### config.mk
export PLATFORM = sky130hd
export DESIGN_NAME = kv_cache_slot_addresser
export DESIGN_NICKNAME = d
export VERILOG_FILES = /design/src/hw/rtl/kvsa_pkg.sv /design/src/hw/rtl/kvsa_front.sv /design/src/hw/rtl/kvsa_queue.sv /design/src/hw/rtl/kvsa_back.sv /design/src/hw/rtl/kv_cache_slot_addresser.sv
export SDC_FILE = /design/constraint.sdc
export NUM_CORES = 2
export LEC_CHECK = 0
export BUFFER_PORTS_ARGS = -buffer_cell sky130_fd_sc_hd__buf_4
export CELL_PAD_IN_SITES_DETAIL_PLACEMENT = 0
export CELL_PAD_IN_SITES_GLOBAL_PLACEMENT = 1
export CORE_ASPECT_RATIO = 0.7
export CORE_MARGIN = 2
export CORE_UTILIZATION = 25
export CTS_CLUSTER_DIAMETER = 200
export DETAILED_ROUTE_END_ITERATION = 6
export PLACE_DENSITY_LB_ADDON = 0.2
export SYNTH_ARGS = -nofsm -noshare
export SYNTH_HDL_FRONTEND = slang
export SYNTH_SLANG_ARGS = --single-unit
### constraint.sdc
create_clock -name clock -period 12.4 [get_ports clock]
set_clock_uncertainty 0.1 [all_clocks]
set_input_delay 1.24 -clock clock [delete_from_list [all_inputs] [get_ports clock]]
set_output_delay 1.24 -clock clock [all_outputs]
set_load 0.01 [all_outputs]
### src/hw/rtl/kvsa_pkg.sv
`default_nettype none
// ----------------------------------------------------------------------------
// kvsa_pkg: shared types and constants of the KV cache slot addresser
// Field widths, command and status codes, register indexes and the words
// that travel between the front end, the command queue and the back end.
// ----------------------------------------------------------------------------
package kvsa_pkg;

   localparam int CMD_W     = 3;
   localparam int LAYER_W   = 7;
   localparam int HEAD_W    = 6;
   localparam int POS_W     = 20;
   localparam int FILL_W    = 21;
   localparam int STATUS_W  = 3;
   localparam int VEC_W     = 10;
   localparam int HCNT_W    = 7;
   localparam int LCNT_W    = 8;
   localparam int PROD_W    = FILL_W + HEAD_W;    // padded_length * head
   localparam int BASE_W    = PROD_W + 1;         // plus position
   localparam int DATA_W    = 37;
   localparam int SCALE_W   = 31;
   localparam int SCNT_W    = 4;
   localparam int CSR_IDX_W = 3;
   localparam int CSR_DAT_W = 21;

   localparam logic [FILL_W-1:0] POSITION_LIMIT = FILL_W'(1048576);
   localparam logic [VEC_W-1:0]  VECTOR_LIMIT   = VEC_W'(512);
   localparam int                QUANT_SHIFT    = 6;  // 64 elements per scale

   typedef enum logic [CMD_W-1:0] {
      CMD_READ    = 3'd0,
      CMD_APPEND  = 3'd1,
      CMD_ADVANCE = 3'd2,
      CMD_REWIND  = 3'd3,
      CMD_RESET   = 3'd4
   } cmd_type;

   typedef enum logic [STATUS_W-1:0] {
      ST_OK          = 3'd0,
      ST_BAD_LAYER   = 3'd1,
      ST_BAD_HEAD    = 3'd2,
      ST_NOT_WRITTEN = 3'd3,
      ST_BEYOND_CAP  = 3'd4,
      ST_FULL        = 3'd5,
      ST_REWIND_FWD  = 3'd6
   } status_type;

   localparam logic [CSR_IDX_W-1:0] CSR_MAX_LENGTH    = 3'd0;
   localparam logic [CSR_IDX_W-1:0] CSR_PADDED_LENGTH = 3'd1;
   localparam logic [CSR_IDX_W-1:0] CSR_HEAD_COUNT    = 3'd2;
   localparam logic [CSR_IDX_W-1:0] CSR_VECTOR_LENGTH = 3'd3;
   localparam logic [CSR_IDX_W-1:0] CSR_EIGHT_BIT     = 3'd4;
   localparam logic [CSR_IDX_W-1:0] CSR_LAYERS        = 3'd5;

   typedef struct packed {
      logic [FILL_W-1:0] max_length;
      logic [FILL_W-1:0] padded_length;
      logic [HCNT_W-1:0] head_count;
      logic [VEC_W-1:0]  vector_length;
      logic              eight_bit_mode;
      logic [LCNT_W-1:0] layers_in_use;
   } cfg_type;

   // Classified command word from the front end
   typedef struct packed {
      status_type         status;
      logic               addr_ok;
      logic [POS_W-1:0]   pos;
      logic [LAYER_W-1:0] layer;
      logic [HEAD_W-1:0]  head;
      logic [FILL_W-1:0]  write_pointer;
   } mid_word_type;

   typedef struct packed {
      status_type          status;
      logic [POS_W-1:0]    slot_position;
      logic [LAYER_W-1:0]  layer_out;
      logic [DATA_W-1:0]   data_offset;
      logic [SCALE_W-1:0]  scale_offset;
      logic [SCNT_W-1:0]   scale_count;
      logic [FILL_W-1:0]   write_pointer;
   } rsp_word_type;

endpackage
`default_nettype wire

### src/hw/rtl/kvsa_front.sv
`default_nettype none
// ----------------------------------------------------------------------------
// kvsa_front: command front end
// Owns the fill position, checks each command against the registers and
// pushes a classified word into the command queue.
// ----------------------------------------------------------------------------
module kvsa_front (
   input  wire                          clock,
   input  wire                          reset,
   input  kvsa_pkg::cfg_type            cfg,
   input  wire                          push,
   output logic                         full,
   input  wire  [kvsa_pkg::CMD_W-1:0]   req_command,
   input  wire  [kvsa_pkg::LAYER_W-1:0] req_layer_sel,
   input  wire  [kvsa_pkg::HEAD_W-1:0]  req_head_sel,
   input  wire  [kvsa_pkg::POS_W-1:0]   req_target_position,
   input  wire                          q_full,
   output logic                         q_push,
   output kvsa_pkg::mid_word_type       q_word
);
   import kvsa_pkg::*;

   logic [FILL_W-1:0] fill_ff, fill_in;
   logic              layer_bad, head_bad, is_full, target_beyond;
   logic [FILL_W-1:0] target_ext;

   assign full   = q_full;
   assign q_push = push && !q_full;

   assign target_ext    = {1'b0, req_target_position};
   assign layer_bad     = {1'b0, req_layer_sel} >= cfg.layers_in_use;
   assign head_bad      = {1'b0, req_head_sel} >= cfg.head_count;
   // capacity is min(max_length, POSITION_LIMIT)
   assign is_full       = (fill_ff >= cfg.max_length) || (fill_ff >= POSITION_LIMIT);
   assign target_beyond = target_ext >= cfg.max_length;

   always_comb begin
      fill_in         = fill_ff;
      q_word          = '0;
      q_word.status   = ST_OK;
      q_word.layer    = req_layer_sel;
      q_word.head     = req_head_sel;
      case (req_command)
         CMD_READ: begin
            if (target_ext >= fill_ff) begin
               q_word.status = ST_NOT_WRITTEN;
            end else if (layer_bad) begin
               q_word.status = ST_BAD_LAYER;
            end else if (head_bad) begin
               q_word.status = ST_BAD_HEAD;
            end else if (target_beyond) begin
               q_word.status = ST_BEYOND_CAP;
            end else begin
               q_word.addr_ok = 1'b1;
               q_word.pos     = req_target_position;
            end
         end
         CMD_APPEND: begin
            if (is_full) begin
               q_word.status = ST_FULL;
            end else if (layer_bad) begin
               q_word.status = ST_BAD_LAYER;
            end else if (head_bad) begin
               q_word.status = ST_BAD_HEAD;
            end else begin
               q_word.addr_ok = 1'b1;
               q_word.pos     = fill_ff[POS_W-1:0];
            end
         end
         CMD_ADVANCE: begin
            if (is_full) begin
               q_word.status = ST_FULL;
            end else begin
               fill_in = fill_ff + FILL_W'(1);
            end
         end
         CMD_REWIND: begin
            if (target_ext > fill_ff) begin
               q_word.status = ST_REWIND_FWD;
            end else begin
               fill_in = target_ext;
            end
         end
         CMD_RESET: begin
            fill_in = '0;
         end
         default: begin
         end
      endcase
      if (!q_word.addr_ok) begin
         q_word.layer = '0;
         q_word.head  = '0;
      end
      q_word.write_pointer = fill_in;
   end

   always_ff @(posedge clock) begin
      if (reset) begin
         fill_ff <= '0;
      end else if (q_push) begin
         fill_ff <= fill_in;
      end
   end

endmodule
`default_nettype wire

### src/hw/rtl/kvsa_queue.sv
`default_nettype none
// ----------------------------------------------------------------------------
// kvsa_queue: two-entry command queue
// Decouples the front end from the back end so that each can stall alone.
// ----------------------------------------------------------------------------
module kvsa_queue (
   input  wire                    clock,
   input  wire                    reset,
   input  wire                    wr_en,
   input  kvsa_pkg::mid_word_type wr_word,
   output logic                   q_full,
   input  wire                    rd_en,
   output kvsa_pkg::mid_word_type rd_word,
   output logic                   q_empty
);
   import kvsa_pkg::*;

   mid_word_type mem_ff [2];
   logic         wr_ptr_ff, rd_ptr_ff;
   logic [1:0]   count_ff, count_in;
   logic         do_wr, do_rd;

   assign q_full  = count_ff == 2'd2;
   assign q_empty = count_ff == 2'd0;
   assign do_wr   = wr_en && !q_full;
   assign do_rd   = rd_en && !q_empty;
   assign rd_word = mem_ff[rd_ptr_ff];

   always_comb begin
      count_in = count_ff;
      if (do_wr && !do_rd) begin
         count_in = count_ff + 2'd1;
      end else if (do_rd && !do_wr) begin
         count_in = count_ff - 2'd1;
      end
   end

   always_ff @(posedge clock) begin
      if (reset) begin
         wr_ptr_ff <= 1'b0;
         rd_ptr_ff <= 1'b0;
         count_ff  <= '0;
      end else begin
         count_ff <= count_in;
         if (do_wr) begin
            wr_ptr_ff <= !wr_ptr_ff;
         end
         if (do_rd) begin
            rd_ptr_ff <= !rd_ptr_ff;
         end
      end
   end

   always_ff @(posedge clock) begin
      if (do_wr) begin
         mem_ff[wr_ptr_ff] <= wr_word;
      end
   end

endmodule
`default_nettype wire

### src/hw/rtl/kvsa_back.sv
`default_nettype none
// ----------------------------------------------------------------------------
// kvsa_back: offset back end
// Takes classified words from the queue, registers the slot base as it pops
// a word, then forms the data and scale offsets from it, and holds results
// in a two-entry output queue.
// ----------------------------------------------------------------------------
module kvsa_back (
   input  wire                            clock,
   input  wire                            reset,
   input  kvsa_pkg::cfg_type              cfg,
   input  wire                            q_empty,
   input  kvsa_pkg::mid_word_type         q_word,
   output logic                           q_pop,
   output logic                           empty,
   input  wire                            pop,
   output logic [kvsa_pkg::STATUS_W-1:0]  rsp_status,
   output logic [kvsa_pkg::POS_W-1:0]     rsp_slot_position,
   output logic [kvsa_pkg::LAYER_W-1:0]   rsp_layer_out,
   output logic [kvsa_pkg::DATA_W-1:0]    rsp_data_offset,
   output logic [kvsa_pkg::SCALE_W-1:0]   rsp_scale_offset,
   output logic [kvsa_pkg::SCNT_W-1:0]    rsp_scale_count,
   output logic [kvsa_pkg::FILL_W-1:0]    rsp_write_pointer
);
   import kvsa_pkg::*;

   typedef enum logic [1:0] {
      S_IDLE = 2'b01,
      S_MUL  = 2'b10
   } back_state_type;

   back_state_type      state_ff, state_in;
   mid_word_type        work_ff;
   logic [BASE_W-1:0]   base_ff, base_in;
   logic [PROD_W-1:0]   stride_prod;
   logic [VEC_W-1:0]    vec_len;
   logic [SCNT_W-1:0]   groups;
   logic [DATA_W:0]     data_prod;
   logic [SCALE_W:0]    scale_prod;
   rsp_word_type        out_word, rd_word;
   rsp_word_type        out_mem_ff [2];
   logic                out_wr_ptr_ff, out_rd_ptr_ff;
   logic [1:0]          out_count_ff, out_count_in;
   logic                out_full, out_push, out_pop;

   assign vec_len = (cfg.vector_length > VECTOR_LIMIT) ? VECTOR_LIMIT : cfg.vector_length;
   assign groups  = SCNT_W'(vec_len >> QUANT_SHIFT);

   assign stride_prod = PROD_W'(cfg.padded_length) * PROD_W'(q_word.head);
   assign base_in     = {1'b0, stride_prod} + BASE_W'(q_word.pos);

   assign data_prod  = (DATA_W + 1)'(vec_len) * (DATA_W + 1)'(base_ff);
   assign scale_prod = (SCALE_W + 1)'(groups) * (SCALE_W + 1)'(base_ff);

   always_comb begin
      out_word               = '0;
      out_word.status        = work_ff.status;
      out_word.write_pointer = work_ff.write_pointer;
      if (work_ff.addr_ok) begin
         out_word.slot_position = work_ff.pos;
         out_word.layer_out     = work_ff.layer;
         if (cfg.eight_bit_mode) begin
            out_word.data_offset  = data_prod[DATA_W-1:0];
            out_word.scale_offset = {scale_prod[SCALE_W-2:0], 1'b0};
            out_word.scale_count  = groups;
         end else begin
            out_word.data_offset  = {data_prod[DATA_W-2:0], 1'b0};
         end
      end
   end

   assign out_full = out_count_ff == 2'd2;
   assign empty    = out_count_ff == 2'd0;
   assign out_pop  = pop && !empty;

   always_comb begin
      state_in = state_ff;
      q_pop    = 1'b0;
      out_push = 1'b0;
      unique case (state_ff)
         S_IDLE: begin
            if (!q_empty) begin
               q_pop    = 1'b1;
               state_in = S_MUL;
            end
         end
         S_MUL: begin
            // hold the finished word until the output queue has room
            if (!out_full) begin
               out_push = 1'b1;
               state_in = S_IDLE;
            end
         end
         default: begin
            state_in = S_IDLE;
         end
      endcase
   end

   always_comb begin
      out_count_in = out_count_ff;
      if (out_push && !out_pop) begin
         out_count_in = out_count_ff + 2'd1;
      end else if (out_pop && !out_push) begin
         out_count_in = out_count_ff - 2'd1;
      end
   end

   always_ff @(posedge clock) begin
      if (reset) begin
         state_ff      <= S_IDLE;
         out_wr_ptr_ff <= 1'b0;
         out_rd_ptr_ff <= 1'b0;
         out_count_ff  <= '0;
      end else begin
         state_ff     <= state_in;
         out_count_ff <= out_count_in;
         if (out_push) begin
            out_wr_ptr_ff <= !out_wr_ptr_ff;
         end
         if (out_pop) begin
            out_rd_ptr_ff <= !out_rd_ptr_ff;
         end
      end
   end

   always_ff @(posedge clock) begin
      if (q_pop) begin
         work_ff <= q_word;
         base_ff <= base_in;
      end
      if (out_push) begin
         out_mem_ff[out_wr_ptr_ff] <= out_word;
      end
   end

   assign rd_word           = out_mem_ff[out_rd_ptr_ff];
   assign rsp_status        = rd_word.status;
   assign rsp_slot_position = rd_word.slot_position;
   assign rsp_layer_out     = rd_word.layer_out;
   assign rsp_data_offset   = rd_word.data_offset;
   assign rsp_scale_offset  = rd_word.scale_offset;
   assign rsp_scale_count   = rd_word.scale_count;
   assign rsp_write_pointer = rd_word.write_pointer;

`ifndef SYNTHESIS
   a_out_count_range: assert property (@(posedge clock) disable iff (reset)
      out_count_ff != 2'd3)
      else $error("output queue count out of range");

   a_pop_only_idle: assert property (@(posedge clock) disable iff (reset)
      q_pop |-> (state_ff == S_IDLE) && !q_empty)
      else $error("command queue popped outside idle");

   a_push_returns_idle: assert property (@(posedge clock) disable iff (reset)
      out_push |=> state_ff == S_IDLE)
      else $error("back end did not return to idle after a result");

   a_failed_word_zero: assert property (@(posedge clock) disable iff (reset)
      out_push && (work_ff.status != ST_OK) |->
         (out_word.data_offset == '0) && (out_word.slot_position == '0)
         && (out_word.scale_count == '0))
      else $error("failed command carries address fields");
`endif

endmodule
`default_nettype wire

### src/hw/rtl/kv_cache_slot_addresser.sv
`default_nettype none
// ----------------------------------------------------------------------------
// kv_cache_slot_addresser: KV cache write position and slot offset unit
// Executes read, append, advance, rewind and reset commands against a fill
// position and returns the byte offsets of one head vector and its scales.
// ----------------------------------------------------------------------------
// Both sides behave as queues: push a command word while full is low, pop a
// result word while empty is low; every command gives exactly one result, in
// order. The front end checks a command and updates the fill position in the
// cycle it is pushed, so a following command already sees the new position;
// up to two classified commands wait in a queue for the back end. The back
// end works on one word at a time (slot base multiply-add, then the data
// and scale offset multiplies) and pops no new word until the last one has
// entered the result queue, where two finished words can wait for pop.
// Write the registers only while no word is in flight.
module kv_cache_slot_addresser (
   input  wire                             clock,
   input  wire                             reset,
   input  wire                             csr_wr_en,
   input  wire  [kvsa_pkg::CSR_IDX_W-1:0]  csr_index,
   input  wire  [kvsa_pkg::CSR_DAT_W-1:0]  csr_wdata,
   input  wire                             push,
   output logic                            full,
   input  wire  [kvsa_pkg::CMD_W-1:0]      req_command,
   input  wire  [kvsa_pkg::LAYER_W-1:0]    req_layer_sel,
   input  wire  [kvsa_pkg::HEAD_W-1:0]     req_head_sel,
   input  wire  [kvsa_pkg::POS_W-1:0]      req_target_position,
   output logic                            empty,
   input  wire                             pop,
   output logic [kvsa_pkg::STATUS_W-1:0]   rsp_status,
   output logic [kvsa_pkg::POS_W-1:0]      rsp_slot_position,
   output logic [kvsa_pkg::LAYER_W-1:0]    rsp_layer_out,
   output logic [kvsa_pkg::DATA_W-1:0]     rsp_data_offset,
   output logic [kvsa_pkg::SCALE_W-1:0]    rsp_scale_offset,
   output logic [kvsa_pkg::SCNT_W-1:0]     rsp_scale_count,
   output logic [kvsa_pkg::FILL_W-1:0]     rsp_write_pointer
);
   import kvsa_pkg::*;

   cfg_type      cfg_ff;
   logic         q_full, q_push, q_empty, q_pop;
   mid_word_type wr_word, rd_word;

   always_ff @(posedge clock) begin
      if (reset) begin
         cfg_ff.max_length     <= FILL_W'(1048576);
         cfg_ff.padded_length  <= FILL_W'(1048576);
         cfg_ff.head_count     <= HCNT_W'(8);
         cfg_ff.vector_length  <= VEC_W'(128);
         cfg_ff.eight_bit_mode <= 1'b0;
         cfg_ff.layers_in_use  <= LCNT_W'(1);
      end else if (csr_wr_en) begin
         unique case (csr_index)
            CSR_MAX_LENGTH:    cfg_ff.max_length     <= csr_wdata[FILL_W-1:0];
            CSR_PADDED_LENGTH: cfg_ff.padded_length  <= csr_wdata[FILL_W-1:0];
            CSR_HEAD_COUNT:    cfg_ff.head_count     <= csr_wdata[HCNT_W-1:0];
            CSR_VECTOR_LENGTH: cfg_ff.vector_length  <= csr_wdata[VEC_W-1:0];
            CSR_EIGHT_BIT:     cfg_ff.eight_bit_mode <= csr_wdata[0];
            CSR_LAYERS:        cfg_ff.layers_in_use  <= csr_wdata[LCNT_W-1:0];
            default: begin
            end
         endcase
      end
   end

   kvsa_front u_front (
      .clock               (clock),
      .reset               (reset),
      .cfg                 (cfg_ff),
      .push                (push),
      .full                (full),
      .req_command         (req_command),
      .req_layer_sel       (req_layer_sel),
      .req_head_sel        (req_head_sel),
      .req_target_position (req_target_position),
      .q_full              (q_full),
      .q_push              (q_push),
      .q_word              (wr_word)
   );

   kvsa_queue u_queue (
      .clock   (clock),
      .reset   (reset),
      .wr_en   (q_push),
      .wr_word (wr_word),
      .q_full  (q_full),
      .rd_en   (q_pop),
      .rd_word (rd_word),
      .q_empty (q_empty)
   );

   kvsa_back u_back (
      .clock             (clock),
      .reset             (reset),
      .cfg               (cfg_ff),
      .q_empty           (q_empty),
      .q_word            (rd_word),
      .q_pop             (q_pop),
      .empty             (empty),
      .pop               (pop),
      .rsp_status        (rsp_status),
      .rsp_slot_position (rsp_slot_position),
      .rsp_layer_out     (rsp_layer_out),
      .rsp_data_offset   (rsp_data_offset),
      .rsp_scale_offset  (rsp_scale_offset),
      .rsp_scale_count   (rsp_scale_count),
      .rsp_write_pointer (rsp_write_pointer)
   );

endmodule
`default_nettype wire
==> summary.txt <==
Status
  – Status: finished clean

Layout
  – Filler cell count: 15800
  – Layout area overhead: 14.9%
  – Layout cells sized above 1: 0.149
  – Area occupied by multi-input gates: 20800 um2
  – Fin nets: between 4000 and 5000
  – FF/Latch Area: 15200 um2
  – Cell Count, Final, Fillers Out: 5718

Power and ir drop
  – Peak supply drop: ~0.00011 V
  – Pwr dens: 172 nW/um2
  – Net Sw Power: 2.93 mW
  – Clk pwr share: 0.256
  – Sw frac: 0.388
  – Leak Pwr: between 15 and 20 nW
  – Combinational group share of total power: 0.383
  – Internal power: 4.62 mW
  – Reg power frac: 0.360

STA
  – Hold WS: 0.342 ns
  – Setup TNS: 0 ns
  – Worst setup margin: 5.16 ns
  – Slew headroom: 0.265
  – Slew Viols, Final: 0
  – Final period util: 0.584
  – RSZ-0062 raised after global routing: no
  – Worst Tran Pin Value: 1.09 ns
  – Setup-failing EPs final: 0
  – Max Clock Freq: about 140 MHz
  – Post-route minimum period: slightly above 7 ns
  – Final hold violations: 0

Setup path
  – Critical path peak fanout: 30
  – CP startpoint kind: register
  – Data arrival, critical path: between 7 and 8 ns
  – Critical path type: reg2reg
  – R2R setup slack: 5.16 ns
  – CP Data Required Time: 12.69 ns
  – Worst setup EP type: register

Synth
  – Synth async-reset ratio: 0
  – Mapped cell area: 38300 um2
  – Syn Area/Cell: about 11 um2
  – EDFF count, synth: 440
  – Ys flop type: edfxtp_1
  – Sequential element share of the synthesized area: 0.398
  – Synthesized instance count: 3524
  – Net Count, Synth: 4137
  – Count of synthesis-stage warnings from yosys: 0
  – Netlist cell types: 99
  – #FFs+latches synth: 541

Global route
  – Vias in the first global route: between 20000 and 30000
  – Global router's overall resource usage: 0.152
  – Gr ovfl total: 0
  – Initial antenna violation count: 11
  – Largest net degree at the start of global routing: 60
  – First-pass GRT wire length: about 180 mm

Placement
  – Placed cells: 5594
  – GP Congestion: roughly 0.86
  – Worst slack at placement: 5.20 ns
  – Final HPWL DP: 89.1 mm
  – Port Buffers: between 150 and 200

Routing
  – Drt first pass iters: 5
  – Wire per inst: roughly 21 um
  – Vias/cell: ~4.5
  – # DRC: 0
  – Via count: 25800
  – DRT antenna net count: 0
  – Final WL: 118 mm
  – Initial DRC Count: 1821

Clocking
  – Worst skew pair latency: between 0.6 and 0.7 ns
  – CTS sink cnt: 541
  – CTS buffer count: 68
  – CTS max path bufs: 3
  – Postcts setup bufs: 0
  – CTS Hold Bufs: 0
  – H-Tree Depth: 3
  – Worst-path clk slew: 0.06 ns
  – CTS root buf: clkbuf_16
  – TritonCTS clock tree: yes
  – Post-CTS sizing: 0

Floorplan
  – Die W: 472 um
  – Die area: between 150000 and 200000 um2
  – Die Y-Extent: 331 um
  – # IOs: 190
  – Starting density of the core: 0.251
  – Core region area: 152000 um2
  – Rows: 120

Min path
  – Worst hold path class: reg2reg

Flow run
  – Max-cap violation count: 0
## worst max-delay path: stages, from the launching register on
cell and delay (ns):
dfxtp_1 0.32, nor4_1 0.30, a31oi_1 0.17, nor2b_2 0.13
buf_4 0.38, and2_1 0.23, inv_1 0.07, fa_1 0.52
inv_1 0.05, fa_1 0.46, fa_1 0.45, fa_1 0.52
inv_1 0.06, fa_1 0.54, inv_1 0.04, ha_1 0.43
and4_1 0.28, a211oi_1 0.30, o21ai_1 0.19, a2111oi_2 0.44
nor2_1 0.14, a21boi_2 0.20, nor3b_2 0.22, nor4_1 0.08
a311o_1 0.35
## state kept, by name, summed over array words and instances (netlist names), named ones only
register              flops
u_back.base_ff           28
u_back.out_rd_ptr_ff      1
u_back.state_ff           2
u_back.out_mem_ff       244
u_front.fill_ff          21
u_back.out_wr_ptr_ff      1
u_queue.count_ff          2
u_back.out_word          24
u_back.work_ff           28
cfg_ff                   68
u_queue.wr_ptr_ff         1
u_queue.rd_ptr_ff         1
u_queue.mem_ff          116
u_back.out_count_ff       2
## synthesized netlist by cell type (34+ instances only)
master	instances	area [um2]
nor2_1	160	601
nand2_1	481	1810
a21oi_1	175	876
mux2_2	178	2000
xor2_1	34	298
fa_1	324	6490
edfxtp_1	440	13200
dfxtp_1	101	2020
a21o_1	72	541
and2_1	171	1070
inv_1	433	1630
clkbuf_1	120	450
ha_1	224	2800
xnor2_1	48	420
o21ai_0	42	210
## cell type report
| cell class | instances | share of cell area |
|---|---|---|
| clock inverters | 33 | 0.00695 |
| repair buffers | 220 | 0.0376 |
| flip-flops and latches | 541 | 0.347 |
| multi-input cells | 2384 | 0.473 |
| inverters | 436 | 0.0373 |
| diodes | 3 | 0.000171 |
| clock buffers | 88 | 0.0414 |
| well taps | 2013 | 0.0573 |
## cells in the final DEF, fill, tap and decap left out, drive strengths merged, types with 6 or more instances in the layout
| master | count |
|---|---|
| a2111oi | 6 |
| a211oi | 22 |
| a21boi | 14 |
| a21o | 72 |
| a21oi | 178 |
| a22o | 22 |
| a311oi | 7 |
| a31oi | 19 |
| and2 | 172 |
| and3 | 26 |
| buf | 220 |
| clkbuf | 88 |
| clkinv | 24 |
| dfxtp | 101 |
| edfxtp | 440 |
| fa | 324 |
| ha | 224 |
| inv | 438 |
| mux2 | 179 |
| mux2i | 24 |
| nand2 | 481 |
| nand2b | 17 |
| nand3 | 27 |
| nand3b | 6 |
| nand4 | 18 |
| nor2 | 161 |
| nor2b | 31 |
| nor3 | 26 |
| nor4 | 9 |
| o211ai | 9 |
| o21a | 33 |
| o21ai | 69 |
| o21bai | 8 |
| o22ai | 9 |
| o31ai | 12 |
| or2 | 10 |
| or3 | 17 |
| xnor2 | 48 |
| xor2 | 34 |
## final timing paths
kind / to / startpoint / cells after the start
worst max-delay path: u_back.out_mem_ff[1][86]$_DFFE_PP_ / cfg_ff[14]$_SDFFE_PP0P_ / 24
worst min-delay path: u_back.out_mem_ff[0][10]$_DFFE_PP_ / u_back.out_word[10]$_DFFE_PP_ / 0
worst max register to register: u_back.out_mem_ff[1][86]$_DFFE_PP_ / cfg_ff[14]$_SDFFE_PP0P_ / 24
worst min register to register: u_back.out_mem_ff[0][10]$_DFFE_PP_ / u_back.out_word[10]$_DFFE_PP_ / 0
## cells by family after synthesis
| group | share of synthesized area |
|---|---|
| and+or+nand+nor | 0.125 |
| buffers and inverters | 0.0600 |
| adders and majority gates | 0.243 |
| DFF | 0.398 |
| AOI/OAI and AO/OA | 0.0959 |
| muxes | 0.0590 |
| xor gates and xnor gates | 0.0188 |
| other | 0.0000980 |
## power by group through the flow
stage | logic (mW) | registers, mW | clock network, mW
3_5_place_dp | 2.93 | 2.76 | 0
4_1_cts | 2.95 | 2.73 | 2.01
2_1_floorplan | 2.05 | 2.51 | 0
6_report | 2.89 | 2.72 | 1.94
3_3_place_gp | 2.94 | 2.76 | 0
5_1_grt | 3.26 | 2.76 | 2.07
## layer usage
metal	track usage	up-vias	wire length, um
met5	0	-	12
met4	0.0325	2	2280
met3	0.0254	122	5420
met2	0.211	515	47000
met1	0.241	13000	63200
li1	-	12200	-
## per-stage QoR
step | power (mW) | util | cell area [um2]
4_1_cts | 7.69 | 0.288 | 43900
6_report | 7.55 | 0.288 | 44000
3_5_place_dp | 5.69 | 0.274 | 41800
3_3_place_gp | 5.70 | 0.274 | 41800
2_1_floorplan | 4.56 | - | 38300
5_1_grt | 8.09 | 0.288 | 44000
Power figures use the tool's default switching activity.
